$ cat config.mk
export PLATFORM = sky130hd
export DESIGN_NAME = disk_drive_command_status_unit
export DESIGN_NICKNAME = d
export VERILOG_FILES = /design/src/hw/rtl/ddcs_pkg.sv /design/src/hw/rtl/ddcs_ctrl.sv /design/src/hw/rtl/ddcs_dpath.sv /design/src/hw/rtl/disk_drive_command_status_unit.sv
export SDC_FILE = /design/constraint.sdc
export NUM_CORES = 1
export LEC_CHECK = 0
export BUFFER_PORTS_ARGS = -buffer_cell sky130_fd_sc_hd__buf_2
export CAP_MARGIN = 20
export CORE_ASPECT_RATIO = 1.75
export CORE_MARGIN = 2
export CORE_UTILIZATION = 40
export CTS_CLUSTER_SIZE = 30
export DETAILED_ROUTE_END_ITERATION = 12
export PLACE_DENSITY = 0.64
export SLEW_MARGIN = 20
export SYNTH_ARGS = -nofsm -noshare
export SYNTH_HDL_FRONTEND = slang
export SYNTH_SLANG_ARGS = --single-unit
$ cat constraint.sdc
create_clock -name clk -period 7.23 [get_ports clk]
set_input_delay 2.169 -clock clk [delete_from_list [all_inputs] [get_ports clk]]
set_output_delay 2.169 -clock clk [all_outputs]
set_load 0.005 [all_outputs]
$ cat src/hw/rtl/ddcs_pkg.sv
// Package for the disk drive command and status unit.
// Holds function and readback codes, flag bit positions, register indexes and
// the command and result structs. No dependencies.
`timescale 1ns / 1ps
`default_nettype none

package ddcs_pkg;

    localparam int NUM_DRIVES_DEF = 8;

    localparam int CYL_W  = 10;
    localparam int HEAD_W = 2;
    localparam int FLAG_W = 6;

    localparam logic [CYL_W-1:0] MAX_CYL_RESET = 10'd353;
    localparam logic [7:0]       PRESENT_RESET = 8'h01;
    localparam logic [3:0]       UNIT_ID_RESET = 4'h0;

    // func codes
    localparam logic [2:0] FUNC_SELECT   = 3'd0;
    localparam logic [2:0] FUNC_CYL_LOW  = 3'd1;
    localparam logic [2:0] FUNC_REZERO   = 3'd2;
    localparam logic [2:0] FUNC_READBACK = 3'd3;
    localparam logic [2:0] FUNC_SEEK_SVC = 3'd4;

    // readback selects
    localparam logic [1:0] RSEL_STATUS1 = 2'd0;
    localparam logic [1:0] RSEL_STATUS2 = 2'd1;
    localparam logic [1:0] RSEL_CYL_LO  = 2'd2;
    localparam logic [1:0] RSEL_ID_HEAD = 2'd3;

    // rezero / fault clear command bits
    localparam int CMD_REZERO_BIT = 1;
    localparam int CMD_FCLEAR_BIT = 0;

    // drive flag bit positions
    localparam int FLG_ONCYL   = 0;
    localparam int FLG_SEEK    = 1;
    localparam int FLG_REZERO  = 2;
    localparam int FLG_ILLEGAL = 3;
    localparam int FLG_FAULT   = 4;
    localparam int FLG_UNSAFE  = 5;

    // configuration register indexes (paddr[3:2])
    localparam logic [1:0] REG_DRIVE_PRESENT = 2'd0;
    localparam logic [1:0] REG_MAX_CYLINDER  = 2'd1;
    localparam logic [1:0] REG_UNIT_ID       = 2'd2;

    typedef struct packed {
        logic load_in;   // capture the input word
        logic commit;    // update drive state and load the result register
    } dp_cmd_t;

    typedef struct packed {
        logic       seek_done;
        logic       rw_unsafe;
        logic       rw_fault;
        logic       illegal_address;
        logic       rezeroing;
        logic       seeking;
        logic       on_cylinder;
        logic       selected;
        logic [7:0] rd_byte;
        logic       read_valid;
    } result_t;

endpackage

`default_nettype wire

$ cat src/hw/rtl/ddcs_ctrl.sv
// Controller for the disk drive command and status unit.
// Sequences capture and execute of one input word and owns the result valid.
// Depends on ddcs_pkg.
`timescale 1ns / 1ps
`default_nettype none

module ddcs_ctrl (
    input  wire logic              clk,
    input  wire logic              rst_n,
    input  wire logic              s_tvalid,
    output logic                   s_tready,
    output logic                   m_tvalid,
    input  wire logic              m_tready,
    output ddcs_pkg::dp_cmd_t      cmd
);

    typedef enum logic [1:0] {
        ST_IDLE = 2'b01,
        ST_EXEC = 2'b10
    } state_t;

    state_t state_reg, state_next;
    logic   out_valid_reg, out_valid_next;
    logic   slot_free;

    assign slot_free = !out_valid_reg || m_tready;

    always_comb
    begin
        state_next     = state_reg;
        out_valid_next = out_valid_reg;
        cmd.load_in    = 1'b0;
        cmd.commit     = 1'b0;
        s_tready       = 1'b0;
        if (out_valid_reg && m_tready)
        begin
            out_valid_next = 1'b0;
        end
        case (state_reg)
            ST_IDLE:
            begin
                s_tready = 1'b1;
                if (s_tvalid)
                begin
                    cmd.load_in = 1'b1;
                    state_next  = ST_EXEC;
                end
            end
            ST_EXEC:
            begin
                // hold until the result register can take a new word
                if (slot_free)
                begin
                    cmd.commit     = 1'b1;
                    out_valid_next = 1'b1;
                    state_next     = ST_IDLE;
                end
            end
            default:
            begin
                state_next = ST_IDLE;
            end
        endcase
    end

    always_ff @(posedge clk or negedge rst_n)
    begin
        if (!rst_n)
        begin
            state_reg     <= ST_IDLE;
            out_valid_reg <= 1'b0;
        end
        else
        begin
            state_reg     <= state_next;
            out_valid_reg <= out_valid_next;
        end
    end

    assign m_tvalid = out_valid_reg;

    a_accept_to_exec : assert property (@(posedge clk) disable iff (!rst_n)
        (s_tvalid && s_tready) |=> (state_reg == ST_EXEC))
        else $error("accepted word did not move to execute");

    a_no_overwrite : assert property (@(posedge clk) disable iff (!rst_n)
        cmd.commit |-> (!out_valid_reg || m_tready))
        else $error("result overwritten before it was taken");

    a_commit_valid : assert property (@(posedge clk) disable iff (!rst_n)
        cmd.commit |=> out_valid_reg)
        else $error("committed result not marked valid");

    a_single_in_flight : assert property (@(posedge clk) disable iff (!rst_n)
        !(cmd.load_in && cmd.commit))
        else $error("capture and commit in the same cycle");

endmodule

`default_nettype wire

$ cat src/hw/rtl/ddcs_dpath.sv
// Datapath for the disk drive command and status unit.
// Per-drive position and flag registers, function decode and result register.
// Depends on ddcs_pkg.
`timescale 1ns / 1ps
`default_nettype none

module ddcs_dpath #(
    parameter int NUM_DRIVES = ddcs_pkg::NUM_DRIVES_DEF
) (
    input  wire logic                        clk,
    input  wire logic                        rst_n,
    input  wire ddcs_pkg::dp_cmd_t           cmd,
    input  wire logic [2:0]                  func,
    input  wire logic [7:0]                  data,
    input  wire logic [1:0]                  read_sel,
    input  wire logic                        load_ok,
    input  wire logic [7:0]                  drive_present,
    input  wire logic [ddcs_pkg::CYL_W-1:0]  max_cylinder,
    input  wire logic [3:0]                  unit_id,
    output ddcs_pkg::result_t                result
);

    localparam int IDX_W = (NUM_DRIVES > 1) ? $clog2(NUM_DRIVES) : 1;

    // captured input word
    logic [2:0] func_reg;
    logic [7:0] data_reg;
    logic [1:0] rsel_reg;
    logic       ok_reg;

    // per-drive state
    logic [ddcs_pkg::CYL_W-1:0]  tcyl_reg [NUM_DRIVES];
    logic [ddcs_pkg::HEAD_W-1:0] thead_reg[NUM_DRIVES];
    logic [ddcs_pkg::CYL_W-1:0]  ccyl_reg [NUM_DRIVES];
    logic [ddcs_pkg::HEAD_W-1:0] chead_reg[NUM_DRIVES];
    logic [ddcs_pkg::FLAG_W-1:0] flags_reg[NUM_DRIVES];
    logic [IDX_W-1:0]            active_reg, active_next;
    logic                        sel_reg, sel_next;

    ddcs_pkg::result_t           result_reg, result_next;

    logic [3:0]                  unit;
    logic                        exists;
    logic [IDX_W-1:0]            idx;
    logic [ddcs_pkg::CYL_W-1:0]  tc, tc_next, cc, cc_next;
    logic [ddcs_pkg::HEAD_W-1:0] th, th_next, ch, ch_next;
    logic [ddcs_pkg::FLAG_W-1:0] fl, fl_next;
    logic                        rvalid, done;
    logic [7:0]                  rdata;

    assign unit   = data_reg[7:4];
    assign exists = (unit < 4'(NUM_DRIVES)) && drive_present[unit[2:0]];
    // one entry is touched per word: the newly selected unit or the active one
    assign idx    = (func_reg == ddcs_pkg::FUNC_SELECT && exists) ? unit[IDX_W-1:0]
                                                                : active_reg;

    assign tc = tcyl_reg[idx];
    assign th = thead_reg[idx];
    assign cc = ccyl_reg[idx];
    assign ch = chead_reg[idx];
    assign fl = flags_reg[idx];

    always_comb
    begin
        tc_next     = tc;
        th_next     = th;
        cc_next     = cc;
        ch_next     = ch;
        fl_next     = fl;
        active_next = active_reg;
        sel_next    = sel_reg;
        rvalid      = 1'b0;
        rdata       = 8'h00;
        done        = 1'b0;
        case (func_reg)
            ddcs_pkg::FUNC_SELECT:
            begin
                if (exists)
                begin
                    th_next     = data_reg[3:2];
                    tc_next     = {data_reg[1:0], tc[7:0]};
                    active_next = idx;
                    sel_next    = 1'b1;
                end
                else
                begin
                    sel_next = 1'b0;
                end
            end
            ddcs_pkg::FUNC_CYL_LOW:
            begin
                if (sel_reg)
                begin
                    tc_next = {tc[9:8], data_reg};
                    if (tc_next > max_cylinder)
                    begin
                        fl_next[ddcs_pkg::FLG_ILLEGAL] = 1'b1;
                    end
                    else
                    begin
                        fl_next[ddcs_pkg::FLG_ILLEGAL] = 1'b0;
                        fl_next[ddcs_pkg::FLG_ONCYL]   = 1'b0;
                        fl_next[ddcs_pkg::FLG_SEEK]    = 1'b1;
                    end
                end
            end
            ddcs_pkg::FUNC_REZERO:
            begin
                if (sel_reg)
                begin
                    // rezero wins over fault clear
                    if (data_reg[ddcs_pkg::CMD_REZERO_BIT])
                    begin
                        fl_next[ddcs_pkg::FLG_ILLEGAL] = 1'b0;
                        fl_next[ddcs_pkg::FLG_ONCYL]   = 1'b0;
                        fl_next[ddcs_pkg::FLG_FAULT]   = 1'b0;
                        fl_next[ddcs_pkg::FLG_UNSAFE]  = 1'b0;
                        fl_next[ddcs_pkg::FLG_SEEK]    = 1'b1;
                        fl_next[ddcs_pkg::FLG_REZERO]  = 1'b1;
                        tc_next                        = '0;
                        th_next                        = '0;
                    end
                    else if (data_reg[ddcs_pkg::CMD_FCLEAR_BIT])
                    begin
                        fl_next[ddcs_pkg::FLG_FAULT]  = 1'b0;
                        fl_next[ddcs_pkg::FLG_UNSAFE] = 1'b0;
                    end
                end
            end
            ddcs_pkg::FUNC_READBACK:
            begin
                if (sel_reg)
                begin
                    rvalid = 1'b1;
                    case (rsel_reg)
                        ddcs_pkg::RSEL_STATUS1: rdata = {3'b000, fl[4:0]};
                        ddcs_pkg::RSEL_STATUS2: rdata = {7'b0, fl[ddcs_pkg::FLG_UNSAFE]};
                        ddcs_pkg::RSEL_CYL_LO:  rdata = cc[7:0];
                        ddcs_pkg::RSEL_ID_HEAD: rdata = {unit_id, ch, cc[9:8]};
                        default:                rdata = 8'h00;
                    endcase
                end
            end
            ddcs_pkg::FUNC_SEEK_SVC:
            begin
                // acts on the active drive even when deselected
                if (fl[ddcs_pkg::FLG_SEEK])
                begin
                    if (ch != th || cc != tc)
                    begin
                        cc_next = tc;
                        ch_next = th;
                        if (ok_reg)
                        begin
                            fl_next[ddcs_pkg::FLG_ONCYL] = 1'b1;
                        end
                        else
                        begin
                            fl_next[ddcs_pkg::FLG_FAULT] = 1'b1;
                        end
                    end
                    else
                    begin
                        fl_next[ddcs_pkg::FLG_ONCYL] = 1'b1;
                    end
                    fl_next[ddcs_pkg::FLG_SEEK]   = 1'b0;
                    fl_next[ddcs_pkg::FLG_REZERO] = 1'b0;
                    done                          = 1'b1;
                end
            end
            default:
            begin
                done = 1'b0;
            end
        endcase
    end

    always_comb
    begin
        result_next.read_valid      = rvalid;
        result_next.rd_byte         = rdata;
        result_next.selected        = sel_next;
        result_next.on_cylinder     = fl_next[ddcs_pkg::FLG_ONCYL];
        result_next.seeking         = fl_next[ddcs_pkg::FLG_SEEK];
        result_next.rezeroing       = fl_next[ddcs_pkg::FLG_REZERO];
        result_next.illegal_address = fl_next[ddcs_pkg::FLG_ILLEGAL];
        result_next.rw_fault        = fl_next[ddcs_pkg::FLG_FAULT];
        result_next.rw_unsafe       = fl_next[ddcs_pkg::FLG_UNSAFE];
        result_next.seek_done       = done;
    end

    always_ff @(posedge clk)
    begin
        if (cmd.load_in)
        begin
            func_reg <= func;
            data_reg <= data;
            rsel_reg <= read_sel;
            ok_reg   <= load_ok;
        end
        if (cmd.commit)
        begin
            result_reg <= result_next;
        end
    end

    always_ff @(posedge clk or negedge rst_n)
    begin
        if (!rst_n)
        begin
            for (int i = 0; i < NUM_DRIVES; i++)
            begin
                tcyl_reg[i]  <= '0;
                thead_reg[i] <= '0;
                ccyl_reg[i]  <= '0;
                chead_reg[i] <= '0;
                flags_reg[i] <= '0;
            end
            active_reg <= '0;
            sel_reg    <= 1'b0;
        end
        else if (cmd.commit)
        begin
            tcyl_reg[idx]  <= tc_next;
            thead_reg[idx] <= th_next;
            ccyl_reg[idx]  <= cc_next;
            chead_reg[idx] <= ch_next;
            flags_reg[idx] <= fl_next;
            active_reg     <= active_next;
            sel_reg        <= sel_next;
        end
    end

    assign result = result_reg;

    a_seek_clears : assert property (@(posedge clk) disable iff (!rst_n)
        (cmd.commit && done) |=> !flags_reg[$past(idx)][ddcs_pkg::FLG_SEEK])
        else $error("serviced seek left seeking set");

    a_done_needs_seek : assert property (@(posedge clk) disable iff (!rst_n)
        done |-> (func_reg == ddcs_pkg::FUNC_SEEK_SVC && fl[ddcs_pkg::FLG_SEEK]))
        else $error("seek complete without a pending seek");

    a_read_needs_sel : assert property (@(posedge clk) disable iff (!rst_n)
        rvalid |-> sel_reg)
        else $error("readback answered with no drive selected");

endmodule

`default_nettype wire

$ cat src/hw/rtl/disk_drive_command_status_unit.sv
// Top level of the disk drive command and status unit.
// Holds the configuration registers and joins ddcs_ctrl and ddcs_dpath.
// Depends on ddcs_pkg, ddcs_ctrl, ddcs_dpath.
//
//   channel   direction  handshake                      payload
//   s_*       in         s_tvalid / s_tready            s_tdata: command word
//   m_*       out        m_tvalid / m_tready            m_tdata: result word
//   apb       in         psel, penable, pwrite, pready  paddr, pwdata, prdata
//
// Each word is captured in idle, then decoded in execute, where the selected drive's
// entry is updated; the steps are set by the two-state controller.
// The result register frees s_tready: a new word is taken while a result waits.
// A stall on m_tready holds the next word in execute until the waiting result leaves.
// Reset clears all per-drive state at once; no clearing pass.
`timescale 1ns / 1ps
`default_nettype none

module disk_drive_command_status_unit #(
    parameter int NUM_DRIVES = ddcs_pkg::NUM_DRIVES_DEF
) (
    input  wire logic        clk,
    input  wire logic        rst_n,
    input  wire logic        s_tvalid,
    output logic             s_tready,
    // func[2:0], data[10:3], read_sel[12:11], load_ok[13], zero[15:14]
    input  wire logic [15:0] s_tdata,
    output logic             m_tvalid,
    input  wire logic        m_tready,
    // read_valid[0], rd_byte[8:1], selected[9], on_cylinder[10], seeking[11],
    // rezeroing[12], illegal_address[13], rw_fault[14], rw_unsafe[15],
    // seek_done[16], zero[23:17]
    output logic [23:0]      m_tdata,
    input  wire logic        psel,
    input  wire logic        penable,
    input  wire logic        pwrite,
    input  wire logic [3:0]  paddr,
    input  wire logic [31:0] pwdata,
    output logic [31:0]      prdata,
    output logic             pready
);

    logic [7:0]                 present_reg;
    logic [ddcs_pkg::CYL_W-1:0] max_cyl_reg;
    logic [3:0]                 unit_id_reg;
    logic                       wr_en;

    ddcs_pkg::dp_cmd_t          cmd;
    ddcs_pkg::result_t          res;

    assign pready = 1'b1;
    assign wr_en  = psel && penable && pwrite && pready;

    always_ff @(posedge clk or negedge rst_n)
    begin
        if (!rst_n)
        begin
            present_reg <= ddcs_pkg::PRESENT_RESET;
            max_cyl_reg <= ddcs_pkg::MAX_CYL_RESET;
            unit_id_reg <= ddcs_pkg::UNIT_ID_RESET;
        end
        else if (wr_en)
        begin
            case (paddr[3:2])
                ddcs_pkg::REG_DRIVE_PRESENT: present_reg <= pwdata[7:0];
                ddcs_pkg::REG_MAX_CYLINDER:  max_cyl_reg <= pwdata[ddcs_pkg::CYL_W-1:0];
                ddcs_pkg::REG_UNIT_ID:       unit_id_reg <= pwdata[3:0];
                default:                     present_reg <= present_reg;
            endcase
        end
    end

    always_comb
    begin
        case (paddr[3:2])
            ddcs_pkg::REG_DRIVE_PRESENT: prdata = {24'b0, present_reg};
            ddcs_pkg::REG_MAX_CYLINDER:  prdata = {22'b0, max_cyl_reg};
            ddcs_pkg::REG_UNIT_ID:       prdata = {28'b0, unit_id_reg};
            default:                     prdata = 32'b0;
        endcase
    end

    ddcs_ctrl u_ctrl (
        .clk      (clk),
        .rst_n    (rst_n),
        .s_tvalid (s_tvalid),
        .s_tready (s_tready),
        .m_tvalid (m_tvalid),
        .m_tready (m_tready),
        .cmd      (cmd)
    );

    ddcs_dpath #(
        .NUM_DRIVES (NUM_DRIVES)
    ) u_dpath (
        .clk           (clk),
        .rst_n         (rst_n),
        .cmd           (cmd),
        .func          (s_tdata[2:0]),
        .data          (s_tdata[10:3]),
        .read_sel      (s_tdata[12:11]),
        .load_ok       (s_tdata[13]),
        .drive_present (present_reg),
        .max_cylinder  (max_cyl_reg),
        .unit_id       (unit_id_reg),
        .result        (res)
    );

    assign m_tdata = {7'b0, res.seek_done, res.rw_unsafe, res.rw_fault,
                      res.illegal_address, res.rezeroing, res.seeking,
                      res.on_cylinder, res.selected, res.rd_byte, res.read_valid};

endmodule

`default_nettype wire
==> results of run 1 <==
per-stage QoR:
step / std cells / utilization
after floorplan: 1503 / -
after global placement: 1956 / 0.427
after detailed placement: 1956 / 0.427
after CTS: 2007 / 0.453
after global routing: 2007 / 0.454
final: 2007 / 0.454
worst min-delay path by stage:
stage	startpoint	cells after the start	end
2_1_floorplan	u_dpath.ccyl_reg[78]	2	u_dpath.ccyl_reg[78]
3_3_place_gp	u_dpath.ccyl_reg[78]	2	u_dpath.ccyl_reg[78]
3_5_place_dp	u_dpath.tcyl_reg[77]	2	u_dpath.tcyl_reg[77]
4_1_cts	u_dpath.tcyl_reg[77]	2	u_dpath.tcyl_reg[77]
5_1_grt	u_dpath.tcyl_reg[7]	2	u_dpath.tcyl_reg[7]
6_report	u_dpath.tcyl_reg[13]	2	u_dpath.tcyl_reg[13]
cell usage after synthesis, types with 6 or more instances:
library cell / count
nand2b_1: 9
o21a_1: 11
xnor2_1: 6
and3_1: 27
mux2i_1: 19
nor3_1: 17
ha_1: 10
o221ai_1: 10
inv_1: 37
nand2_1: 214
o211ai_1: 15
a21oi_2: 8
mux2_2: 47
nor2b_1: 10
buf_2: 14
clkbuf_1: 68
dfstp_2: 6
nor2_1: 122
a32oi_1: 13
a22oi_1: 12
dfrtp_1: 263
edfxtp_1: 31
buf_4: 37
nand3_1: 25
nand4_1: 6
mux2i_2: 6
a21o_1: 7
a221oi_1: 18
a31oi_1: 8
a21oi_1: 99
o21ai_0: 183
a211oi_1: 25
layer usage:
metal | GRT usage | part of all wire
met5 | 0 | 0
met3 | 0.0279 | 0.059
met2 | 0.406 | 0.51
met4 | 0.140 | 0.068
met1 | 0.270 | 0.36
kinds of logic after synthesis:
group,after synthesis,share of synthesized area
AOI/OAI and AO/OA,455,0.200
xor gates and xnor gates,11,0.00662
adders and majority gates,10,0.00859
buffers and inverters,163,0.0543
DFF,300,0.527
muxes,79,0.0628
other,2,0.000516
and+or+nand+nor,455,0.140
final cells by class:
class	count	area [um2]
multi-input cells	1040	6250
clock buffers	38	779
flip-flops and latches	300	7670
repair buffers	109	701
inverters	37	139
fillers	3384	19600
clock inverters	13	161
well taps	470	588
worst reg2reg max path: stages, from the launching register on:
cell and delay (ps):
edfxtp_1 830, mux2i_1 320, a221o_1 650, o21ai_2 510, and2_1 960, a211oi_1 110
or4_1 720, xor2_1 220, nand4_1 180, o31ai_4 940, mux2i_4 590, a21oi_2 100
report_power, final:
| group | internal, mW | switching, mW | total [mW] |
|---|---|---|---|
| sequential | 1.88 | 0.111 | 1.99 |
| combinational | 0.422 | 0.799 | 1.22 |
| clock | 0.895 | 0.651 | 1.55 |
==> impl_metrics.json, run 1 <==
{
  "grt_pass1_vias": 11618,
  "r2r_start": "u_dpath.data_reg[4]",
  "critPathKind": "flip-flop to flip-flop",
  "total_power_mw": 4.76,
  "setup_ws_ps": 959,
  "start_util": 0.405,
  "drive_gt1_frac": 0.167,
  "tritoncts": "yes",
  "crit_path_end_kind": "flip-flop",
  "hold_path_class": "flip-flop to flip-flop",
  "crit_fanout": 16,
  "setup-tns-final_ps": 0,
  "place_congestion": 0.903,
  "p_leak_nw": 7.17,
  "cts_buffers": 28,
  "place_ws_ps": 1120,
  "dp_hpwl_um": 29800,
  "worstMarginPinSlew_ps": 1130,
  "synth.area.top_cells": "dfrtp_1 (45%), edfxtp_1 (6.4%), o21ai_0 (6.3%)",
  "die_h_um": 256,
  "final_cell_mix": "dfrtp_1 (263), nand2_1 (214), o21ai_0 (183), nor2_1 (113), a21oi_1 (99)",
  "cts_hold_buf": 0,
  "slowest_stage": "and2_1",
  "slew_violations": 0,
  "overflow": 0,
  "final_cell_area_um2": 16300,
  "cts_resized": 0,
  "clock_latency_ps": 560,
  "max_stage_delay_ps": 960,
  "rows": 92,
  "finalHoldViolCount": 0,
  "synthCells": 1475,
  "wl_um": 43800,
  "timing.rr.end": "u_dpath.ccyl_reg[39]",
  "synthFlopType": "dfrtp_1",
  "io_pins": 118,
  "cts-root-buf": "clkbuf_16",
  "ir_drop_mv": 0.172,
  "post-cts-setup-buffers": 0,
  "ys_ff_latch": 300,
  "yosysUniqueCellTypes": 78,
  "synth.largest_area_cell": "dfrtp_1",
  "placed_area_um2": 15300,
  "synth_edf_count": 31,
  "final_common_cell": "dfrtp_1",
  "r2r_cells": 11,
  "drtAntennaViolNets": 0,
  "htreeDepth": 1,
  "yosys_warnings": 0,
  "portBuffers": 61,
  "period_share": 0.867,
  "critPathTopFamily": "compound AO/OA/AOI/OAI gates",
  "via_per_inst": 5.78,
  "wl_per_cell_um": 21.8,
  "cellPowerDensity_nw_per_um2": 292,
  "rsz0062_at_grt": "false",
  "coreArea_um2": 35900,
  "nets": 1585,
  "layout_min_cycle_time_ps": 6270,
  "via_count": 11606,
  "setup_viol": 0,
  "grtUsageTotal": 0.233,
  "timing.hold.ws_ps": 473,
  "yosysTopAreaCellShare": 0.452,
  "grt_max_degree": 159,
  "die_w_um": 148,
  "drtIter0Drc": 901,
  "grt_pass1_wl_um": 68300,
  "cts.path.max_buffers": 3,
  "status": "finished clean",
  "path_buf_inv": 0,
  "setup.worst_path.end": "u_dpath.ccyl_reg[39]",
  "path_cells": "mux2i_1 > a221o_1 > o21ai_2 > and2_1 > a211oi_1 > or4_1 > xor2_1 > nand4_1 > o31ai_4 > mux2i_4 > a21oi_2",
  "drc_errors": 0,
  "clk_pin_slew_worst_paths_ps": 70,
  "startpoint_type": "flip-flop",
  "r2r_slack_ps": 960,
  "cts_sinks": 300,
  "finalClockSkew_ps": 10.1,
  "synth_area_um2": 14600,
  "antenna_cells": 0,
  "dieArea_um2": 38000,
  "syn_area_per_cell_um2": 9.87,
  "slew_headroom": 0.244,
  "antenna_found_initial": 0,
  "firstDrtPassIters": 5,
  "fmax_ghz": 0.159,
  "cp.depth": 11,
  "arrival_ps": 6680,
  "synth-async-reset-ratio": 0.897,
  "critPathRequiredTime_ps": 7640,
  "syn_to_final_growth_pct": 11.9,
  "drv_cap": 0,
  "ys_seq_area_frac": 0.527,
  "crit_start": "u_dpath.data_reg[4]"
}
Note: power is estimated with default switching activity, not from simulation.
==> inputs of run 2 (changes only) <==
--- a/config.mk
+++ b/config.mk
@@ -8,11 +8,11 @@
 export BUFFER_PORTS_ARGS = -buffer_cell sky130_fd_sc_hd__buf_2
 export CAP_MARGIN = 20
 export CORE_ASPECT_RATIO = 1.75
-export CORE_MARGIN = 2
+export CORE_MARGIN = 4
 export CORE_UTILIZATION = 40
 export CTS_CLUSTER_SIZE = 30
 export DETAILED_ROUTE_END_ITERATION = 12
-export PLACE_DENSITY = 0.64
+export PLACE_DENSITY = 0.57
 export SLEW_MARGIN = 20
 export SYNTH_ARGS = -nofsm -noshare
 export SYNTH_HDL_FRONTEND = slang
==> impl_metrics.json, run 2 (synthesized netlist as in run 1, its figures left out) <==
{
  "die_w_um": 152,
  "drive_gt1_frac": 0.175,
  "grt_pass1_vias": 11436,
  "r2r_start": "u_dpath.data_reg[4]",
  "status": "finished clean",
  "crit_fanout": 17,
  "holdPathEnd": "u_dpath.tcyl_reg[36]",
  "grt_pass1_wl_um": 68600,
  "layout_min_cycle_time_ps": 6180,
  "hold_path_class": "flip-flop to flip-flop",
  "nets": 1591,
  "wl_um": 44400,
  "cellPowerDensity_nw_per_um2": 294,
  "timing.rr.end": "u_dpath.ccyl_reg[17]",
  "syn_to_final_growth_pct": 12.4,
  "setup-tns-final_ps": 0,
  "finalClockSkew_ps": 7.89,
  "fmax_ghz": 0.162,
  "worstMarginPinSlew_ps": 1090,
  "rsz0062_at_grt": "false",
  "crit_path_end_kind": "flip-flop",
  "cts-root-buf": "clkbuf_16",
  "grt_max_degree": 124,
  "max_stage_delay_ps": 940,
  "drtAntennaViolNets": 0,
  "cts_resized": 0,
  "cts_buffers": 27,
  "tritoncts": "yes",
  "via_per_inst": 5.60,
  "holdPathStages": 2,
  "setup_viol": 0,
  "arrival_ps": 6590,
  "setup_ws_ps": 1050,
  "critPathKind": "flip-flop to flip-flop",
  "slowest_stage": "o31ai_4",
  "via_count": 11277,
  "grtUsageTotal": 0.222,
  "clock_latency_ps": 550,
  "nFillCells": 3397,
  "ir_drop_mv": 0.171,
  "cts.path.max_buffers": 3,
  "drtIter0Drc": 805,
  "slew_violations": 0,
  "critPathRequiredTime_ps": 7640,
  "antenna_cells": 0,
  "io_pins": 118,
  "drc_errors": 0,
  "dieArea_um2": 39600,
  "startpoint_type": "flip-flop",
  "finalHoldViolCount": 0,
  "path_cells": "mux2i_1 > a221oi_2 > nand3_1 > and2_1 > a221oi_1 > nor4b_4 > buf_4 > xnor2_1 > nand4_1 > o31ai_4 > mux2i_2 > a21oi_1",
  "coreArea_um2": 36000,
  "final_common_cell": "dfrtp_1",
  "htreeDepth": 1,
  "place_congestion": 0.874,
  "overflow": 0,
  "drv_cap": 0,
  "r2r_cells": 12,
  "start_util": 0.404,
  "die_h_um": 260,
  "slew_headroom": 0.267,
  "p_leak_nw": 7.23,
  "place_ws_ps": 1120,
  "antenna_found_initial": 0,
  "period_share": 0.854,
  "clk_pin_slew_worst_paths_ps": 70,
  "rows": 92,
  "portBuffers": 61,
  "r2r_slack_ps": 1050,
  "firstDrtPassIters": 5,
  "final_cell_mix": "dfrtp_1 (263), nand2_1 (214), o21ai_0 (183), nor2_1 (113), a21oi_1 (99)",
  "hold_path.startpoint": "u_dpath.tcyl_reg[36]",
  "cts_sinks": 300,
  "cts_hold_buf": 0,
  "dp_hpwl_um": 30400,
  "post-cts-setup-buffers": 0,
  "wl_per_cell_um": 22.1
}
==> run 2: cell count changes in the layout (fill, tap and decap cells not counted), moves of 2 or more <==
cell | previous run | this run
buf_4 | 46 | 55
clkbuf_1 | 7 | 1
clkbuf_8 | 2 | 9
clkinv_1 | 4 | 0
buf_12 | 2 | 0
==> run 2: final cells by class <==
cell class,count,area [um2],area share
timing repair buffer,116,728,0.0445
multi-input combinational,1040,6250,0.382
sequential,300,7670,0.469
clock inverter,9,130,0.00795
tap,470,588,0.0359
inverter,37,139,0.00849
clock buffer,40,861,0.0526
==> run 2: report_power, final <==
| group | switching [mW] | internal, mW |
|---|---|---|
| Clock | 0.654 | 0.932 |
| Sequential | 0.107 | 1.88 |
| Combinational | 0.806 | 0.436 |
==> run 2: metrics by stage <==
step	area [um2]	util	cells	hold slack, ps	power [mW]
after floorplan	14700	-	1503	442	2.79
after global placement	15400	0.427	1963	454	3.24
after detailed placement	15400	0.427	1963	464	3.26
after CTS	16400	0.454	2012	480	4.85
after global routing	16400	0.454	2012	494	5.04
final	16400	0.454	2012	475	4.81
==> run 2: how the worst max path moves through the flow <==
stage	startpoint	endpoint	slack (ps)	depth (start not counted)
finish	u_dpath.data_reg[4]	u_dpath.ccyl_reg[17]	1050	12
global route	u_dpath.data_reg[4]	u_dpath.result[10]	750	15
floorplan	paddr[2]	prdata[0]	2200	3
global placement	u_dpath.data_reg[4]	u_dpath.ccyl_reg[79]	1120	11
CTS	u_dpath.data_reg[4]	u_dpath.ccyl_reg[72]	1090	11
detailed placement	u_dpath.data_reg[4]	u_dpath.ccyl_reg[34]	1120	11
==> run 2: routing by layer <==
layer  part of all wire  wire [um]  global-route usage
met5                  0          0                   0
met4              0.054       2410               0.112
met3              0.051       2270              0.0234
met2               0.51      22800               0.404
met1               0.38      17000               0.258
==> run 2: worst max-delay path, delay by kind of cell, from the launching register on <==
| family | cells | cell delay [ps] |
|---|---|---|
| multiplexers | 2 | 850 |
| AO/OA/AOI/OAI | 4 | 2490 |
| buffers and inverters | 1 | 180 |
| flip-flops | 1 | 850 |
| AND/OR/NAND/NOR | 4 | 1450 |
| XOR/XNOR | 1 | 200 |
==> inputs of run 3 (changes only) <==
--- a/config.mk
+++ b/config.mk
@@ -10,9 +10,11 @@
 export CORE_ASPECT_RATIO = 1.75
 export CORE_MARGIN = 4
 export CORE_UTILIZATION = 40
+export CTS_BUF_LIST = sky130_fd_sc_hd__clkbuf_16
 export CTS_CLUSTER_SIZE = 30
 export DETAILED_ROUTE_END_ITERATION = 12
 export PLACE_DENSITY = 0.57
+export REMOVE_ABC_BUFFERS = 1
 export SLEW_MARGIN = 20
 export SYNTH_ARGS = -nofsm -noshare
 export SYNTH_HDL_FRONTEND = slang
==> impl_metrics.json, run 3 (synthesized netlist as in run 1, its figures left out) <==
{
  "grt_use_met1": 0.257,
  "holdPathStages": 2,
  "cts_sinks": 300,
  "total_power_mw": 4.65,
  "place_ws_ps": 1160,
  "r2r_cells": 13,
  "crit_fanout": 52,
  "r2r_start": "u_dpath.data_reg[4]",
  "status": "finished clean",
  "die_h_um": 260,
  "clk_pin_slew_worst_paths_ps": 70,
  "portBuffers": 61,
  "p_switching_mw": 1.55,
  "critPathKind": "flip-flop to flip-flop",
  "coreArea_um2": 36000,
  "fmax_ghz": 0.163,
  "cts-root-buf": "clkbuf_16",
  "grtUsageTotal": 0.220,
  "setup_ws_ps": 1100,
  "via_count": 11300,
  "overflow": 0,
  "p_comb_frac": 0.262,
  "grt-busiest-layer": "met2",
  "arrival_ps": 6540,
  "dp_hpwl_um": 30100,
  "drtIter0Drc": 834,
  "drtAntennaViolNets": 0,
  "slew_violations": 0,
  "holdPathEnd": "u_dpath.tcyl_reg[13]",
  "finalHoldViolCount": 0,
  "use_met2": 0.416,
  "met3_usage": 0.0227,
  "setup-tns-final_ps": 0,
  "layout_min_cycle_time_ps": 6130,
  "placed_area_um2": 15400,
  "drv_cap": 0,
  "drc_errors": 0,
  "post-cts-setup-buffers": 0,
  "tritoncts": "yes",
  "clock_latency_ps": 560,
  "io_pins": 118,
  "syn_to_final_growth_pct": 11.5,
  "slew_headroom": 0.205,
  "grt_pass1_wl_um": 68000,
  "firstDrtPassIters": 6,
  "wl_per_cell_um": 22.2,
  "ir_drop_mv": 0.168,
  "cellPowerDensity_nw_per_um2": 286,
  "final_cells": 2007,
  "timing.hold.ws_ps": 471,
  "die_w_um": 152,
  "finalClockSkew_ps": 21.5,
  "startpoint_type": "flip-flop",
  "cts_hold_buf": 0,
  "antenna_found_initial": 0,
  "crit_path_end_kind": "flip-flop",
  "critPathRequiredTime_ps": 7650,
  "nFillCells": 3427,
  "power_frac_seq": 0.427,
  "via_per_inst": 5.63,
  "worstMarginPinSlew_ps": 1190,
  "drive_gt1_frac": 0.165,
  "final_util": 0.451,
  "wl_um": 44500,
  "final_common_cell": "dfrtp_1",
  "final_cell_area_um2": 16200,
  "nets": 1586,
  "grt_max_degree": 127,
  "timing.rr.end": "u_dpath.ccyl_reg[17]",
  "rows": 92,
  "p_leak_nw": 7.16,
  "antenna_cells": 0,
  "place_congestion": 0.884,
  "grt_pass1_vias": 11226,
  "hold_path.startpoint": "u_dpath.tcyl_reg[13]",
  "rsz0062_at_grt": "false",
  "hold_path_class": "flip-flop to flip-flop",
  "start_util": 0.404,
  "cts_buffers": 28,
  "htreeDepth": 1,
  "pwr-share-clk": 0.310,
  "final_cell_mix": "dfrtp_1 (263), nand2_1 (214), o21ai_0 (183), nor2_1 (113), a21oi_1 (99)",
  "p_int_mw": 3.10,
  "cts.path.max_buffers": 3,
  "register_area_um2": 7670,
  "period_share": 0.847,
  "dp.cells": 1957,
  "dieArea_um2": 39600,
  "multiInputGateArea_um2": 6250,
  "setup_viol": 0,
  "cts_resized": 0,
  "r2r_slack_ps": 1100,
  "swShare": 0.334
}
run 3: how the worst max path moves through the flow:
stage	start	end	slack (ps)	cells after the start
global placement	u_dpath.data_reg[4]	u_dpath.ccyl_reg[35]	1210	13
global route	u_dpath.data_reg[4]	u_dpath.ccyl_reg[56]	830	13
finish	u_dpath.data_reg[4]	u_dpath.ccyl_reg[17]	1100	13
floorplan	u_dpath.data_reg[4]	u_dpath.ccyl_reg[39]	1290	11
detailed placement	u_dpath.data_reg[4]	u_dpath.ccyl_reg[59]	1160	13
CTS	u_dpath.data_reg[4]	u_dpath.ccyl_reg[59]	1150	13
run 3: cell type report:
class                      instances  area share
multi-input combinational       1040       0.385
clock buffer                      29      0.0447
timing repair buffer             110      0.0444
inverter                          37     0.00856
clock inverter                    21     0.00879
tap                              470      0.0362
sequential                       300       0.472
run 3: critical path, stage by stage, from the launching register on:
cell and delay (ps):
edfxtp_1 620, mux2i_1 260, a221oi_2 880, nand3_1 420, buf_4 290, nand2_4 280, buf_12 320, a211oi_1 120
or4_1 750, xor2_1 210, o2111ai_1 210, o31ai_4 890, mux2i_2 570, a21oi_1 130
run 3: routing by layer:
metal / wire length [um] / share of wire
met5: 0 / 0
met4: 1750 / 0.039
met3: 2260 / 0.051
met2: 23500 / 0.53
met1: 17100 / 0.38
run 3: power groups by stage:
stage | combinational [mW] | clock [mW] | sequential [mW]
4_1_cts | 1.22 | 1.47 | 1.99
3_3_place_gp | 1.21 | 0 | 2.01
2_1_floorplan | 0.773 | 0 | 1.98
6_report | 1.22 | 1.44 | 1.99
3_5_place_dp | 1.21 | 0 | 2.02
5_1_grt | 1.33 | 1.54 | 2.00
